$ cat config.mk
export PLATFORM = sky130hd
export DESIGN_NAME = servo_ramp_sequencer
export DESIGN_NICKNAME = d
export VERILOG_FILES = /design/src/rtl/srs_pkg.sv /design/src/rtl/srs_ram.sv /design/src/rtl/servo_ramp_sequencer.sv
export SDC_FILE = /design/constraint.sdc
export NUM_CORES = 1
export LEC_CHECK = 0
export BUFFER_PORTS_ARGS = -buffer_cell sky130_fd_sc_hd__buf_4
export CAP_MARGIN = 30
export CORE_MARGIN = 2
export CORE_UTILIZATION = 42
export DETAILED_ROUTE_END_ITERATION = 12
export HOLD_SLACK_MARGIN = 0.03
export PLACE_DENSITY_LB_ADDON = 0.08
export RECOVER_POWER = 50
export SETUP_SLACK_MARGIN = 0.1
export SYNTH_ARGS = -nofsm -noshare
export SYNTH_HDL_FRONTEND = slang
export SYNTH_SLANG_ARGS = --single-unit
$ cat constraint.sdc
create_clock -name clk -period 13.1 [get_ports clk]
set_clock_uncertainty 0.15 [all_clocks]
set_input_delay 2.62 -clock clk [delete_from_list [all_inputs] [get_ports clk]]
set_output_delay 2.62 -clock clk [all_outputs]
set_load 0.1 [all_outputs]
$ cat src/rtl/srs_pkg.sv
// Shared types and constants for the servo ramp sequencer.
package srs_pkg;

	// Table and field sizes
	localparam int MAX_STEPS = 16;
	localparam int STEP_W    = $clog2(MAX_STEPS);
	localparam int CNT_W     = STEP_W + 1;
	localparam int POS_W     = 16;
	localparam int SPD_W     = 10;
	localparam int MOVE_W    = 11;
	localparam int DELAY_W   = 16;
	localparam int PROD_W    = MOVE_W + SPD_W;
	localparam int CFG_W     = 16;
	localparam int CFG_IDX_W = 2;

	// Timing constants
	localparam int MS_PER_SEC = 1000;

	// Reset values of the configuration registers
	localparam logic [SPD_W-1:0] MOVE_SPEED_RST = SPD_W'(1);
	localparam logic [POS_W-1:0] MIN_LIMIT_RST  = POS_W'(0);
	localparam logic [POS_W-1:0] MAX_LIMIT_RST  = POS_W'(180);
	localparam logic [CNT_W-1:0] STEP_COUNT_RST = CNT_W'(1);

	// Configuration register indexes
	typedef enum logic [CFG_IDX_W-1:0] {
		CFG_MOVE_SPEED = 2'd0,
		CFG_MIN_LIMIT  = 2'd1,
		CFG_MAX_LIMIT  = 2'd2,
		CFG_STEP_COUNT = 2'd3
	} cfg_idx_t;

	// Item commands
	typedef enum logic [1:0] {
		CMD_LOAD   = 2'd0,
		CMD_DIRECT = 2'd1,
		CMD_SEQ    = 2'd2,
		CMD_NONE   = 2'd3
	} cmd_t;

	// Sequencer states, one-hot
	typedef enum logic [2:0] {
		ST_IDLE = 3'b001,
		ST_RD   = 3'b010,
		ST_EX   = 3'b100
	} state_t;

	// One step of the table
	typedef struct packed {
		logic [POS_W-1:0] pos;
		logic [SPD_W-1:0] spd;
	} entry_t;

	localparam int ENTRY_W = $bits(entry_t);

endpackage

$ cat src/rtl/srs_ram.sv
// Generic single-port-write, registered-read RAM.
module srs_ram #(
	parameter int WIDTH = 8,
	parameter int DEPTH = 16
) (
	input  logic                     clk,
	input  logic                     we,
	input  logic [$clog2(DEPTH)-1:0] waddr,
	input  logic [WIDTH-1:0]         wdata,
	input  logic                     re,
	input  logic [$clog2(DEPTH)-1:0] raddr,
	output logic [WIDTH-1:0]         rdata
);

	logic [WIDTH-1:0] mem [DEPTH];

	// Write port
	always_ff @(posedge clk) begin
		if (we) begin
			mem[waddr] <= wdata;
		end
	end

	// Registered read port
	always_ff @(posedge clk) begin
		if (re) begin
			rdata <= mem[raddr];
		end
	end

endmodule

$ cat src/rtl/servo_ramp_sequencer.sv
// Servo ramp sequencer top level: direct ramp and table playback on ms ticks.
//
// Channel   Direction  Handshake              Payload
// input     in         in_valid / in_stall    cmd, entry_index, entry_position,
//                                             entry_speed, target
// output    out        out_valid / out_stall  position, drive_value, step_index,
//                                             sequence_done, on_limit, at_target
// config    in         cfg_we                 cfg_index, cfg_data
//
// Each transaction passes through three steps: accept and table read, move-rate
// product, then execute and write back into the result register.
// The step table is one registered-read RAM; the next transaction is taken
// only after the previous one has written back, so accesses never overlap.
// in_stall is high while a transaction is in flight; a stalled result holds
// the execute stage until the result register frees up.
// Reset sets state and config only; table contents are undefined until loaded.
module servo_ramp_sequencer
	import srs_pkg::*;
(
	input  logic                 clk,
	input  logic                 arst_n,
	// input channel
	input  logic                 in_valid,
	output logic                 in_stall,
	input  logic [1:0]           cmd,
	input  logic [3:0]           entry_index,
	input  logic [POS_W-1:0]     entry_position,
	input  logic [SPD_W-1:0]     entry_speed,
	input  logic [POS_W-1:0]     target,
	// output channel
	output logic                 out_valid,
	input  logic                 out_stall,
	output logic [POS_W-1:0]     position,
	output logic [POS_W-1:0]     drive_value,
	output logic [3:0]           step_index,
	output logic                 sequence_done,
	output logic                 on_limit,
	output logic                 at_target,
	// configuration
	input  logic                 cfg_we,
	input  logic [CFG_IDX_W-1:0] cfg_index,
	input  logic [CFG_W-1:0]     cfg_data
);

	// Configuration registers
	logic [POS_W-1:0]   min_limit_q;
	logic [POS_W-1:0]   max_limit_q;
	logic [CNT_W-1:0]   step_count_q;

	// Block state
	state_t             state_q;
	logic [POS_W-1:0]   pos_q;
	logic [STEP_W-1:0]  cur_step_q;
	logic [MOVE_W-1:0]  move_el_q;
	logic [DELAY_W-1:0] delay_el_q;
	logic [SPD_W-1:0]   active_speed_q;
	logic               done_q;

	// Transaction registers
	cmd_t               cmd_q;
	logic [POS_W-1:0]   target_q;
	logic [STEP_W-1:0]  step_q;
	logic [PROD_W-1:0]  prod_s2;
	logic [POS_W-1:0]   goal_s2;
	logic [SPD_W-1:0]   spd_s2;

	// Result register
	logic               out_valid_q;
	logic [POS_W-1:0]   position_q;
	logic [POS_W-1:0]   drive_q;
	logic [STEP_W-1:0]  step_index_q;
	logic               done_out_q;
	logic               limit_q;
	logic               at_target_q;

	logic               in_acc;
	logic               ex_go;
	logic [CNT_W-1:0]   eff_cnt;
	logic [STEP_W-1:0]  step_eff;
	entry_t             wr_entry;
	entry_t             rd_entry;
	logic [ENTRY_W-1:0] rd_raw;
	logic [SPD_W-1:0]   speed_sel;

	logic               ramp;
	logic               fire_move;
	logic               fire_delay;
	logic               there;
	logic               advance;
	logic [POS_W-1:0]   pos_nx;
	logic [CNT_W-1:0]   step_inc;
	logic               wrap;
	logic               lim_nx;

	assign in_acc   = in_valid && state_q[0];
	assign in_stall = !state_q[0];
	assign ex_go    = (state_q == ST_EX) && (!out_valid_q || !out_stall);

	// Clamp step count into 1..MAX_STEPS and restart an index beyond it
	always_comb begin
		if (step_count_q == '0) begin
			eff_cnt = CNT_W'(1);
		end else if (step_count_q > CNT_W'(MAX_STEPS)) begin
			eff_cnt = CNT_W'(MAX_STEPS);
		end else begin
			eff_cnt = step_count_q;
		end
		step_eff = ({1'b0, cur_step_q} >= eff_cnt) ? '0 : cur_step_q;
	end

	// Step table
	assign wr_entry.pos = entry_position;
	assign wr_entry.spd = entry_speed;

	srs_ram #(
		.WIDTH(ENTRY_W),
		.DEPTH(MAX_STEPS)
	) u_table (
		.clk  (clk),
		.we   (in_acc && (cmd_t'(cmd) == CMD_LOAD)),
		.waddr(entry_index[STEP_W-1:0]),
		.wdata(wr_entry),
		.re   (in_acc && (cmd_t'(cmd) == CMD_SEQ)),
		.raddr(step_eff),
		.rdata(rd_raw)
	);

	assign rd_entry = entry_t'(rd_raw);

	// Sequencer
	always_ff @(posedge clk or negedge arst_n) begin
		if (!arst_n) begin
			state_q <= ST_IDLE;
		end else begin
			unique case (state_q)
				ST_IDLE: if (in_valid) state_q <= ST_RD;
				ST_RD:   state_q <= ST_EX;
				ST_EX:   if (ex_go) state_q <= ST_IDLE;
				default: state_q <= ST_IDLE;
			endcase
		end
	end

	// Capture the transaction
	always_ff @(posedge clk) begin
		if (in_acc) begin
			cmd_q    <= cmd_t'(cmd);
			target_q <= target;
			step_q   <= step_eff;
		end
	end

	// Move-rate product: elapsed * speed > 1000 means elapsed > 1000 / speed
	assign speed_sel = ((cmd_q == CMD_SEQ) && (rd_entry.spd != '0)) ? rd_entry.spd
	                                                                 : active_speed_q;

	always_ff @(posedge clk) begin
		if (state_q == ST_RD) begin
			prod_s2 <= PROD_W'(move_el_q) * PROD_W'(speed_sel);
			goal_s2 <= (cmd_q == CMD_SEQ) ? rd_entry.pos : target_q;
			spd_s2  <= (cmd_q == CMD_SEQ) ? rd_entry.spd : active_speed_q;
		end
	end

	// Execute: ramp, delay and step advance
	always_comb begin
		ramp       = (cmd_q == CMD_DIRECT) || ((cmd_q == CMD_SEQ) && (spd_s2 != '0));
		fire_move  = prod_s2 > PROD_W'(MS_PER_SEC);
		fire_delay = delay_el_q >= goal_s2;
		there      = goal_s2 == pos_q;
		pos_nx     = pos_q;
		if (ramp && fire_move && !there) begin
			pos_nx = (pos_q < goal_s2) ? pos_q + POS_W'(1) : pos_q - POS_W'(1);
		end
		advance  = ramp ? (pos_nx == goal_s2) : fire_delay;
		step_inc = {1'b0, step_q} + CNT_W'(advance);
		wrap     = step_inc >= eff_cnt;
		lim_nx   = (pos_nx >= max_limit_q) || (pos_nx <= min_limit_q);
	end

	// Write back state and configuration
	always_ff @(posedge clk or negedge arst_n) begin
		if (!arst_n) begin
			min_limit_q    <= MIN_LIMIT_RST;
			max_limit_q    <= MAX_LIMIT_RST;
			step_count_q   <= STEP_COUNT_RST;
			active_speed_q <= MOVE_SPEED_RST;
			pos_q          <= '0;
			cur_step_q     <= '0;
			move_el_q      <= '0;
			delay_el_q     <= '0;
			done_q         <= 1'b0;
		end else begin
			if (cfg_we) begin
				unique case (cfg_idx_t'(cfg_index))
					CFG_MOVE_SPEED: active_speed_q <= cfg_data[SPD_W-1:0];
					CFG_MIN_LIMIT:  min_limit_q    <= cfg_data[POS_W-1:0];
					CFG_MAX_LIMIT:  max_limit_q    <= cfg_data[POS_W-1:0];
					CFG_STEP_COUNT: step_count_q   <= cfg_data[CNT_W-1:0];
					default: ;
				endcase
			end
			if (ex_go) begin
				if (ramp) begin
					pos_q <= pos_nx;
					if (fire_move) begin
						move_el_q <= '0;
					end else if (move_el_q != '1) begin
						move_el_q <= move_el_q + MOVE_W'(1);
					end
				end
				if (cmd_q == CMD_SEQ) begin
					if (spd_s2 != '0) begin
						active_speed_q <= spd_s2;
					end else if (fire_delay) begin
						delay_el_q <= '0;
					end else if (delay_el_q != '1) begin
						delay_el_q <= delay_el_q + DELAY_W'(1);
					end
					cur_step_q <= wrap ? '0 : step_inc[STEP_W-1:0];
					done_q     <= wrap;
				end
			end
		end
	end

	// Result register
	always_ff @(posedge clk or negedge arst_n) begin
		if (!arst_n) begin
			out_valid_q <= 1'b0;
		end else if (ex_go) begin
			out_valid_q <= 1'b1;
		end else if (!out_stall) begin
			out_valid_q <= 1'b0;
		end
	end

	always_ff @(posedge clk) begin
		if (ex_go) begin
			position_q   <= pos_nx;
			drive_q      <= ((cmd_q == CMD_DIRECT) && lim_nx) ? goal_s2 : pos_nx;
			step_index_q <= (cmd_q == CMD_SEQ) ? (wrap ? '0 : step_inc[STEP_W-1:0])
			                                   : cur_step_q;
			done_out_q   <= (cmd_q == CMD_SEQ) ? wrap : done_q;
			limit_q      <= lim_nx;
			at_target_q  <= ramp && there;
		end
	end

	assign out_valid     = out_valid_q;
	assign position      = position_q;
	assign drive_value   = drive_q;
	assign step_index    = step_index_q;
	assign sequence_done = done_out_q;
	assign on_limit      = limit_q;
	assign at_target     = at_target_q;

endmodule

==> results of run 1 <==
cell usage in the layout (no fill, tap or decap), drive strengths merged, types with 26 or more instances in the layout:
cell,count
a21oi,127
a221oi,54
a31oi,32
and2,36
and3,39
buf,104
clkbuf,146
clkinv,34
dfrtp,92
edfxtp,550
fa,71
ha,147
inv,136
mux2,194
mux2i,41
nand2,281
nor2,75
nor2b,29
o21ai,92
o221ai,27
o32ai,26
xnor2,38
xor2,26
registers in the layout, indices dropped and copies added, names as in the netlist, 11 cells and up:
register / cells
min_limit_q: 16
move_el_q: 11
u_table.rdata: 26
pos_q: 16
drive_value: 16
delay_el_q: 16
target_q: 16
u_table.mem: 416
position: 16
max_limit_q: 16
prod_s2: 21
goal_s2: 16
stage by stage:
stage,instance area [um^2],hold WS [ns],instances,utilization (%),setup WS (ns)
3_3_place_gp,34100,0.320,3438,45.0,5.85
2_1_floorplan,32000,0.292,2428,-,6.13
3_5_place_dp,34300,0.331,3449,45.3,6.01
4_1_cts,36600,0.333,3582,48.4,6.01
5_1_grt,36400,0.355,3582,48.1,4.42
6_report,36400,0.337,3583,48.1,5.09
routing by layer:
layer	GRT usage (%)	vias to the layer above	routed length (um)
met5	0	-	48
met4	6.05	8	2190
met3	3.34	145	3840
met2	34.7	486	39100
met1	29.6	10200	37500
li1	-	9251	-
cell type report:
cell class,instances,area (um^2)
sequential,649,19000
inverter,136,510
multi-input combinational,1527,12100
clock buffer,91,1910
clock inverter,42,415
antenna,1,2.50
tap,978,1220
timing repair buffer,159,1170
fill,6768,39300
cells by family (layout without fill, tap and decap cells):
family / after synthesis / after routing / synth area share (%)
buf+inv: 252 / 428 / 2.99
fa+ha+maj: 218 / 218 / 10.2
simple gates: 570 / 570 / 8.34
flops: 649 / 649 / 59.4
xor+xnor: 66 / 66 / 1.89
mux: 235 / 235 / 8.14
other cells: 0 / 1 / 0
compound gates: 438 / 438 / 9.02
worst min path at each step:
stage          startpoint                 to  slack, ns  cells past startpoint
6_report       state_q[2]         state_q[1]       0.34                      1
3_5_place_dp       done_q             done_q       0.33                      2
4_1_cts        state_q[2]         state_q[1]       0.33                      1
3_3_place_gp       done_q             done_q       0.32                      2
5_1_grt        state_q[2]         state_q[1]       0.36                      1
2_1_floorplan   spd_s2[7]  active_speed_q[7]       0.29                      2
power by group:
part | switching [uW] | internal, uW | leakage (uW)
Clock | 847 | 1160 | 0.00114
Combinational | 849 | 433 | 0.00672
Sequential | 108 | 2410 | 0.00622
Total | 1800 | 4000 | 0.0141
==> results.py, run 1 <==
metrics = {
    "floorplanning": {
        "rows": 101,
        "top_level_ports": 112,
        "dieArea_um2": 78400,
        "die_h_um": 280,
        "die_w_um": 280,
        "start_util_pct": 42.2,
        "core_um2": 75700,
    },
    "detailed_routing": {
        "drc_errors": 0,
        "first_pass_iters": 5,
        "drt-total-wl_um": 82700,
        "drt_iter0_drc": 1370,
        "vias": 20000,
        "viasPerCell": 5.59,
        "wl_per_cell_um": 23.1,
        "ant_nets": 0,
    },
    "cts": {
        "numCtsBuffers": 73,
        "clk_pin_slew_ns": 0.06,
        "cts_hold_buf": 0,
        "clockBufferDepth": 3,
        "clock-root-buffer": "clkbuf_16",
        "cts_resized": 0,
        "postCtsSetupRepairBufs": 0,
        "clk_latency_ns": 0.62,
        "h-tree-depth": 3,
        "cts_tree": "built",
        "clock_sinks": 649,
    },
    "critical_path": {
        "startpoint": "spd_s2[4]",
        "cp-end-kind": "flip-flop",
        "crit_top_cell": "o21ai_0",
        "crit_required_ns": 13.36,
        "slowest_stage": "nor4_1",
        "critPathTopFamily": "compound AO/OA/AOI/OAI gates",
        "reg2reg_depth": 22,
        "reg2reg_from": "spd_s2[4]",
        "critPathMaxFanout": 18,
        "worstReg2RegEnd": "step_index[2]",
        "crit_path_end": "step_index[2]",
        "cp.depth": 22,
        "start_kind": "flip-flop",
        "worstSetupPathType": "reg2reg",
        "r2r_setup_slack_ns": 5.09,
        "critPathBufInv": 2,
        "cp_data_arrival_time_ns": 8.27,
        "cpPeakStageDelay_ns": 0.90,
        "crit_chain": "or4_1, nor4_1, o21ai_0, and3_1, clkbuf_1, o21ai_0, clkinv_1, a222oi_1, nand3_1, a2111oi_2, nand4b_1, o22ai_1, ha_1, ha_1, xor2_1, ha_1, nor2b_1, o21ai_0, nand2b_1, a21oi_1, nand2_1, o21ai_0",
    },
    "synthesis": {
        "yosysTopAreaCellShare_pct": 51.7,
        "yosysWarnings": 0,
        "synthFlopType": "edfxtp_1",
        "synth_top_cell_by_area": "edfxtp_1",
        "synth_area_leaders": "edfxtp_1 52%, dfrtp_1 7.2%, mux2_2 6.8%",
        "syn_avg_cell_area_um2": 13.2,
        "ys_seq_elements": 649,
        "synth_area_um2": 32000,
        "ys_seq_area_share_pct": 59.4,
        "syn_inst": 2428,
        "synth_edf_count": 550,
        "yosys-top-cells-count": "550 x edfxtp_1, 281 x nand2_1, 192 x mux2_2",
        "ys_types": 71,
        "synthArstFlopShare_pct": 15.3,
        "syn_nets": 2717,
        "yosysMostFrequentCell": "edfxtp_1",
    },
    "place": {
        "dpl.hpwl_um": 52900,
        "gp_congestion": 0.868,
        "portBuffers": 111,
    },
    "sta": {
        "min_period_over_period_pct": 61.1,
        "worstMarginPinSlew_ns": 3.54,
        "rsz0062_at_grt": "no",
        "max_slew_margin_pct": -136,
        "setup_tns_ns": 0,
        "finalSetupViolCount": 0,
        "hold_viol": 0,
        "max_freq_mhz": 125,
        "finalMaxSlewViolations": 199,
        "finalCriticalPeriod_ns": 8.01,
    },
    "job": {
        "cap_violations": 5,
    },
    "global_route": {
        "first_global_vias": 20300,
        "grt_overflow": 0,
        "grt_max_degree": 62,
        "grt_antenna_before_repair": 8,
        "grt_pass1_wl_um": 126000,
        "groute.usage.overall_pct": 21.3,
    },
    "finish": {
        "nNetsFinal": 2835,
        "layout-drive-gt1-share_pct": 17.6,
        "area_growth_pct": 13.8,
    },
    "power": {
        "peakVddDrop_mv": 0.119,
        "finalPower_uw": 5810,
        "power_density_nw_per_um2": 160,
        "p_leak_uw": 0.0141,
    },
    "outcome": {
        "violations": "capacitance limit, slew limit",
        "outcome": "finished with violations",
    },
    "worst_hold_path": {
        "hold_class": "reg2reg",
    },
}
Note: power is estimated with default switching activity, not from simulation.
==> run 2, diff against run 1 <==
Clock period 13.1 ns to 6.48 ns, I/O delays scaled along.
==> run 2 against run 1 <==
The flow still finishes with violations (capacitance limit, slew limit). Sequential share of layout area decreased by 2.5 points. Design area increased by 4.9%. Clock-buffer cell count decreased by 1. Clock power increased by 98%. Combinational power increased by 130%. Critical path depth increased by 2. First-iteration DRC count increased by 4.5%. Die area unchanged. Critical path type unchanged. Largest power group unchanged.
==> results.py, run 2 (same netlist as run 1, synthesis figures left out) <==
metrics = {
    "finish": {
        "nNetsFinal": 2995,
        "layout-drive-gt1-share_pct": 26.6,
        "nFillCells": 6574,
        "stdcell_area_um2": 38200,
        "area_growth_pct": 19.4,
        "largest-register": "u_table.mem",
        "final_cell_mix": "550 x edfxtp_1, 254 x nand2_1, 253 x buf_4, 192 x mux2_2, 133 x ha_1",
        "layout_commonest_cell": "edfxtp_1",
        "fin_cells": 3744,
        "largestRegisters": "u_table.mem (416), u_table.rdata (26), prod_s2 (21)",
        "largest_reg_flops": 416,
    },
    "sta": {
        "worstMarginPinSlew_ns": 3.68,
        "max_freq_mhz": 159,
        "finalSetupViolCount": 0,
        "finalMaxSlewViolations": 60,
        "rsz0062_at_grt": "yes",
        "hold_viol": 0,
        "max_slew_margin_pct": -145,
        "min_period_over_period_pct": 97.1,
        "finalCriticalPeriod_ns": 6.29,
    },
    "worst_hold_path": {
        "hold_class": "reg2reg",
        "whs_path_depth": 1,
        "min_from": "state_q[1]",
        "hold-path-endpoint": "state_q[1]",
    },
    "power": {
        "peakVddDrop_mv": 0.189,
        "power_density_nw_per_um2": 315,
        "p_leak_uw": 0.0150,
    },
    "critical_path": {
        "worstReg2RegEnd": "prod_s2[17]",
        "crit_chain": "or4_4, o41ai_4, buf_6, nand2_4, nand2_4, buf_6, and2_4, fa_1, fa_1, fa_1, fa_1, fa_1, ha_4, buf_6, nor3_2, nor2_1, o41ai_2, buf_4, o2111ai_2, a41oi_2, nor2b_1, o21ai_1, nor2b_2, xnor2_1",
        "startpoint": "u_table.rdata[2]",
        "start_kind": "flip-flop",
        "cpPeakStageDelay_ns": 0.56,
        "reg2reg_depth": 24,
        "cp-end-kind": "flip-flop",
        "critPathMaxFanout": 6,
        "worstSetupPathType": "reg2reg",
        "cp_data_arrival_time_ns": 6.48,
        "reg2reg_from": "u_table.rdata[2]",
        "r2r_setup_slack_ns": 0.19,
        "crit_top_cell": "fa_1",
        "slowest_stage": "or4_4",
        "crit_required_ns": 6.67,
    },
    "place": {
        "dp_cells": 3586,
        "dpl.hpwl_um": 54300,
        "gp_congestion": 0.909,
        "placed_cell_area_um2": 35300,
        "portBuffers": 111,
    },
    "detailed_routing": {
        "drt_iter0_drc": 1431,
        "first_pass_iters": 7,
        "wl_per_cell_um": 22.7,
        "wl_met2_um": 41100,
        "dr_wl_met3_um": 3640,
        "viasPerCell": 5.47,
        "vias": 20500,
        "met1Wirelength_um": 38300,
        "drt-total-wl_um": 85100,
        "ant_nets": 0,
        "drc_errors": 0,
        "highest_layer": "met5",
    },
    "outcome": {
        "violations": "capacitance limit, slew limit",
        "outcome": "finished with violations",
    },
    "cts": {
        "h-tree-depth": 3,
        "clock_sinks": 649,
        "clk_pin_slew_ns": 0.06,
        "cts_hold_buf": 0,
        "clockBufferDepth": 3,
        "clk_latency_ns": 0.62,
        "clock-root-buffer": "clkbuf_16",
        "cts_tree": "built",
        "numCtsBuffers": 73,
    },
    "global_route": {
        "groute.usage.overall_pct": 21.8,
        "grt_antenna_before_repair": 5,
        "grt_pass1_wl_um": 129000,
        "grt_overflow": 0,
        "first_global_vias": 21200,
        "grt_max_degree": 75,
    },
    "floorplanning": {
        "top_level_ports": 112,
        "die_h_um": 280,
        "start_util_pct": 42.2,
        "dieArea_um2": 78400,
        "die_w_um": 280,
        "core_um2": 75700,
        "rows": 101,
    },
    "job": {
        "cap_violations": 1,
    },
}
==> run 2: cell count changes in the layout (fill, tap and decap cells not counted), sizes merged <==
cell,delta
buf,+167
clkbuf,-8
inv,+4
bufinv,-3
clkinvlp,+1
==> run 2: worst max-delay path, delay by kind of cell, from the launching register on <==
| kind | cells | cell delay [ns] |
|---|---|---|
| and+or+nand+nor | 8 | 1.30 |
| DFF | 1 | 0.39 |
| adders and majority gates | 6 | 2.56 |
| AOI/OAI and AO/OA | 5 | 0.94 |
| buffers and inverters | 4 | 0.59 |
| xor gates and xnor gates | 1 | 0.08 |
==> run 2: worst max path at each step <==
stage / end / slack [ns] / cells after the start
after CTS: step_index[3] / 0.08 / 33
after floorplan: prod_s2[20] / 0.10 / 21
after detailed placement: prod_s2[20] / -0.11 / 21
after global routing: prod_s2[17] / -0.08 / 24
final: prod_s2[17] / 0.19 / 24
after global placement: prod_s2[20] / 0.0004 / 21
==> run 2: per-stage QoR <==
stage                     setup WS (ns)  total power, uW  TNS (ns)  utilization [%]  hold slack, ns
final                             0.191            12000         0             50.4           0.338
after global routing            -0.0823            12600    -0.694             50.4           0.362
after CTS                        0.0797            12000         0             49.8           0.337
after detailed placement         -0.109             8010    -0.200             46.6           0.328
after global placement         0.000381             7980         0             46.5           0.310
after floorplan                   0.100             6840         0                -           0.292
==> run 2: power breakdown <==
part / switching (uW) / internal, uW / leakage [uW] / total, uW
combinational: 1850 / 1140 / 0.00764 / 2990
sequential: 202 / 4860 / 0.00622 / 5060
clock: 1740 / 2240 / 0.00111 / 3980
==> run 2: cell type report <==
| type | count | area (um^2) | area share [%] |
|---|---|---|---|
| tap | 978 | 1220 | 3.21 |
| inverter | 136 | 510 | 1.34 |
| antenna | 1 | 2.50 | 0.00655 |
| multi-input combinational | 1527 | 12800 | 33.5 |
| clock buffer | 90 | 1910 | 5.01 |
| sequential | 649 | 19000 | 49.8 |
| clock inverter | 44 | 368 | 0.963 |
| timing repair buffer | 319 | 2370 | 6.20 |
==> run 2: what timing repair did <==
action	CTS	global route
pin swaps	13	92
buffers inserted	8	14
cloned	1	1
setup endpoints to repair	14	35
resized for setup	20	123
==> run 2: routing by layer <==
layer,global-route usage (%),vias up
li1,-,9577
met2,36.1,465
met3,2.99,127
met4,6.77,2
met1,29.8,10300
met5,0,-
==> run 3, diff against run 2 <==
--- a/config.mk
+++ b/config.mk
@@ -11,2 +11,3 @@
 export CORE_UTILIZATION = 42
+export CTS_CLUSTER_DIAMETER = 150
 export DETAILED_ROUTE_END_ITERATION = 12
==> constraint.sdc (replaced) <==
create_clock -name clk -period 6.48 [get_ports clk]
set_clock_uncertainty 0.15 [all_clocks]
set_input_delay 0.648 -clock clk [delete_from_list [all_inputs] [get_ports clk]]
set_output_delay 0.648 -clock clk [all_outputs]
set_load 0.1 [all_outputs]
==> run 3 against run 2 <==
The flow still finishes with violations (capacitance limit, slew limit). Clock power increased by 3%. Die area unchanged. Sequential power about the same. Wire length about the same. Sequential share of layout area decreased by 0.31 points. Critical path depth decreased by 1. Via count increased by 0.60%. Design area increased by 0.62%. Critical path type unchanged.
==> results.py, run 3 (same netlist as run 1, synthesis figures left out) <==
metrics = {
    "outcome": {
        "outcome": "finished with violations",
        "violations": "capacitance limit, slew limit",
    },
    "finish": {
        "layout_commonest_cell": "edfxtp_1",
        "nNetsFinal": 2994,
        "area_growth_pct": 20.1,
        "largest-register": "u_table.mem",
        "largest_reg_flops": 416,
        "layout-drive-gt1-share_pct": 26.6,
        "post-route-util_pct": 50.7,
        "final_cell_mix": "550 x edfxtp_1, 244 x nand2_1, 239 x buf_4, 192 x mux2_2, 133 x ha_1",
        "largestRegisters": "u_table.mem (416), u_table.rdata (26), prod_s2 (21)",
    },
    "detailed_routing": {
        "wl_per_cell_um": 22.7,
        "ant_nets": 0,
        "drt-total-wl_um": 85200,
        "viasPerCell": 5.51,
        "drt_iter0_drc": 1270,
        "drc_errors": 0,
        "first_pass_iters": 5,
        "vias": 20600,
    },
    "sta": {
        "finalSetupViolCount": 0,
        "rsz0062_at_grt": "yes",
        "min_period_over_period_pct": 97.5,
        "max_freq_mhz": 158,
        "finalMaxSlewViolations": 189,
        "finalCriticalPeriod_ns": 6.32,
        "hold_viol": 0,
        "worstMarginPinSlew_ns": 2.95,
        "max_slew_margin_pct": -96.4,
    },
    "critical_path": {
        "critPathMaxFanout": 6,
        "cp-end-kind": "flip-flop",
        "worstReg2RegEnd": "prod_s2[17]",
        "startpoint": "u_table.rdata[2]",
        "crit_required_ns": 6.68,
        "start_kind": "flip-flop",
        "reg2reg_depth": 23,
        "r2r_setup_slack_ns": 0.16,
        "worstSetupPathType": "reg2reg",
        "reg2reg_from": "u_table.rdata[2]",
        "crit_path_end": "prod_s2[17]",
        "cp_data_arrival_time_ns": 6.52,
    },
    "cts": {
        "clockBufferDepth": 3,
        "clk_pin_slew_ns": 0.06,
        "numCtsBuffers": 74,
        "clock-root-buffer": "clkbuf_16",
        "cts_tree": "built",
        "h-tree-depth": 3,
        "clock_sinks": 649,
        "clk_latency_ns": 0.61,
    },
    "floorplanning": {
        "rows": 101,
        "die_w_um": 280,
        "start_util_pct": 42.2,
        "die_h_um": 280,
        "core_um2": 75700,
        "dieArea_um2": 78400,
        "top_level_ports": 112,
    },
    "power": {
        "peakVddDrop_mv": 0.187,
        "p_leak_uw": 0.0151,
        "power_density_nw_per_um2": 317,
        "p_comb_share_pct": 25.1,
        "switching_power_uw": 3780,
        "finalPower_uw": 12200,
        "p_seq_share_pct": 41.3,
        "swShare_pct": 31.0,
        "p_clk_share_pct": 33.6,
        "internal_power_uw": 8410,
    },
    "global_route": {
        "grt_antenna_before_repair": 6,
        "first_global_vias": 21200,
        "grt_max_degree": 162,
        "grt_overflow": 0,
        "groute.usage.overall_pct": 21.7,
        "grt_pass1_wl_um": 128000,
    },
    "place": {
        "dpl.hpwl_um": 54600,
        "portBuffers": 111,
        "gp_congestion": 0.873,
    },
    "job": {
        "cap_violations": 5,
    },
    "worst_hold_path": {
        "whs_path_depth": 1,
        "hold_class": "in2reg",
    },
}
-- run 3: timing repair --
action,in CTS,in global routing
cloned,1,1
resized for setup,32,129
pin swaps,28,85
setup buffers,10,13
hold buffers,2,1
setup endpoints to repair,9,36
endpoints found under the hold margin,2,25
-- run 3: area by class of cell --
| class | count | area, um^2 |
|---|---|---|
| Clock inverter | 41 | 370 |
| Antenna cell | 1 | 2.50 |
| Sequential cell | 649 | 19000 |
| Multi-Input combinational cell | 1527 | 12800 |
| Tap cell | 978 | 1220 |
| Clock buffer | 95 | 2000 |
| Inverter | 136 | 510 |
| Timing Repair Buffer | 317 | 2470 |
| Fill cell | 6548 | 37300 |
-- run 3: how the worst min path moves through the flow --
| stage | from | end | slack, ns |
|---|---|---|---|
| 2_1_floorplan | arst_n | active_speed_q[1] | 0.20 |
| 3_3_place_gp | state_q[1] | state_q[1] | 0.32 |
| 3_5_place_dp | spd_s2[7] | active_speed_q[7] | 0.33 |
| 4_1_cts | arst_n | pos_q[12] | 0.03 |
| 5_1_grt | target[14] | target_q[14] | 0.07 |
| 6_report | target[14] | target_q[14] | 0.09 |
-- run 3: critical path, cell delays in order, from the launching register on --
cell	delay, ns
edfxtp_1	0.39
or4_4	0.56
o41ai_4	0.37
clkbuf_16	0.22
nand2_2	0.07
nand2_4	0.11
buf_6	0.10
and2_1	0.13
fa_1	0.44
fa_1	0.54
fa_1	0.43
fa_1	0.48
fa_1	0.56
ha_2	0.19
buf_4	0.14
nor2_1	0.06
nor2_2	0.14
o41ai_4	0.11
o2111ai_2	0.22
a41oi_2	0.16
nor2b_1	0.13
o21ai_1	0.09
nor2b_2	0.16
xnor2_1	0.11
-- run 3: per-layer routing --
| layer | track usage [%] | share of wire, % | vias up |
|---|---|---|---|
| met1 | 28.8 | 44 | 10500 |
| met3 | 3.38 | 4.8 | 121 |
| met4 | 5.98 | 2.3 | 4 |
| li1 | - | - | 9564 |
| met2 | 36.9 | 48 | 466 |
| met5 | 0 | 0.034 | - |
-- run 3: power groups by stage --
| stage | logic (uW) | clock network (uW) | registers [uW] |
|---|---|---|---|
| floorplan | 1730 | 0 | 5110 |
| global placement | 2850 | 0 | 5100 |
| detailed placement | 2890 | 0 | 5100 |
| CTS | 2930 | 4190 | 5020 |
| global route | 3330 | 4360 | 5050 |
| finish | 3060 | 4090 | 5030 |
-- run 3: metrics by stage --
step	hold WS (ns)	setup WS, ns	TNS (ns)	instance area, um^2	cells
final	0.0877	0.161	0	38400	3744
after global routing	0.0690	-0.0842	-0.210	38400	3743
after CTS	0.0301	0.0709	0	37900	3727
after detailed placement	0.328	-0.0874	-0.151	35300	3578
after global placement	0.316	0.0118	0	35200	3572
after floorplan	0.202	0.100	0	32100	2428
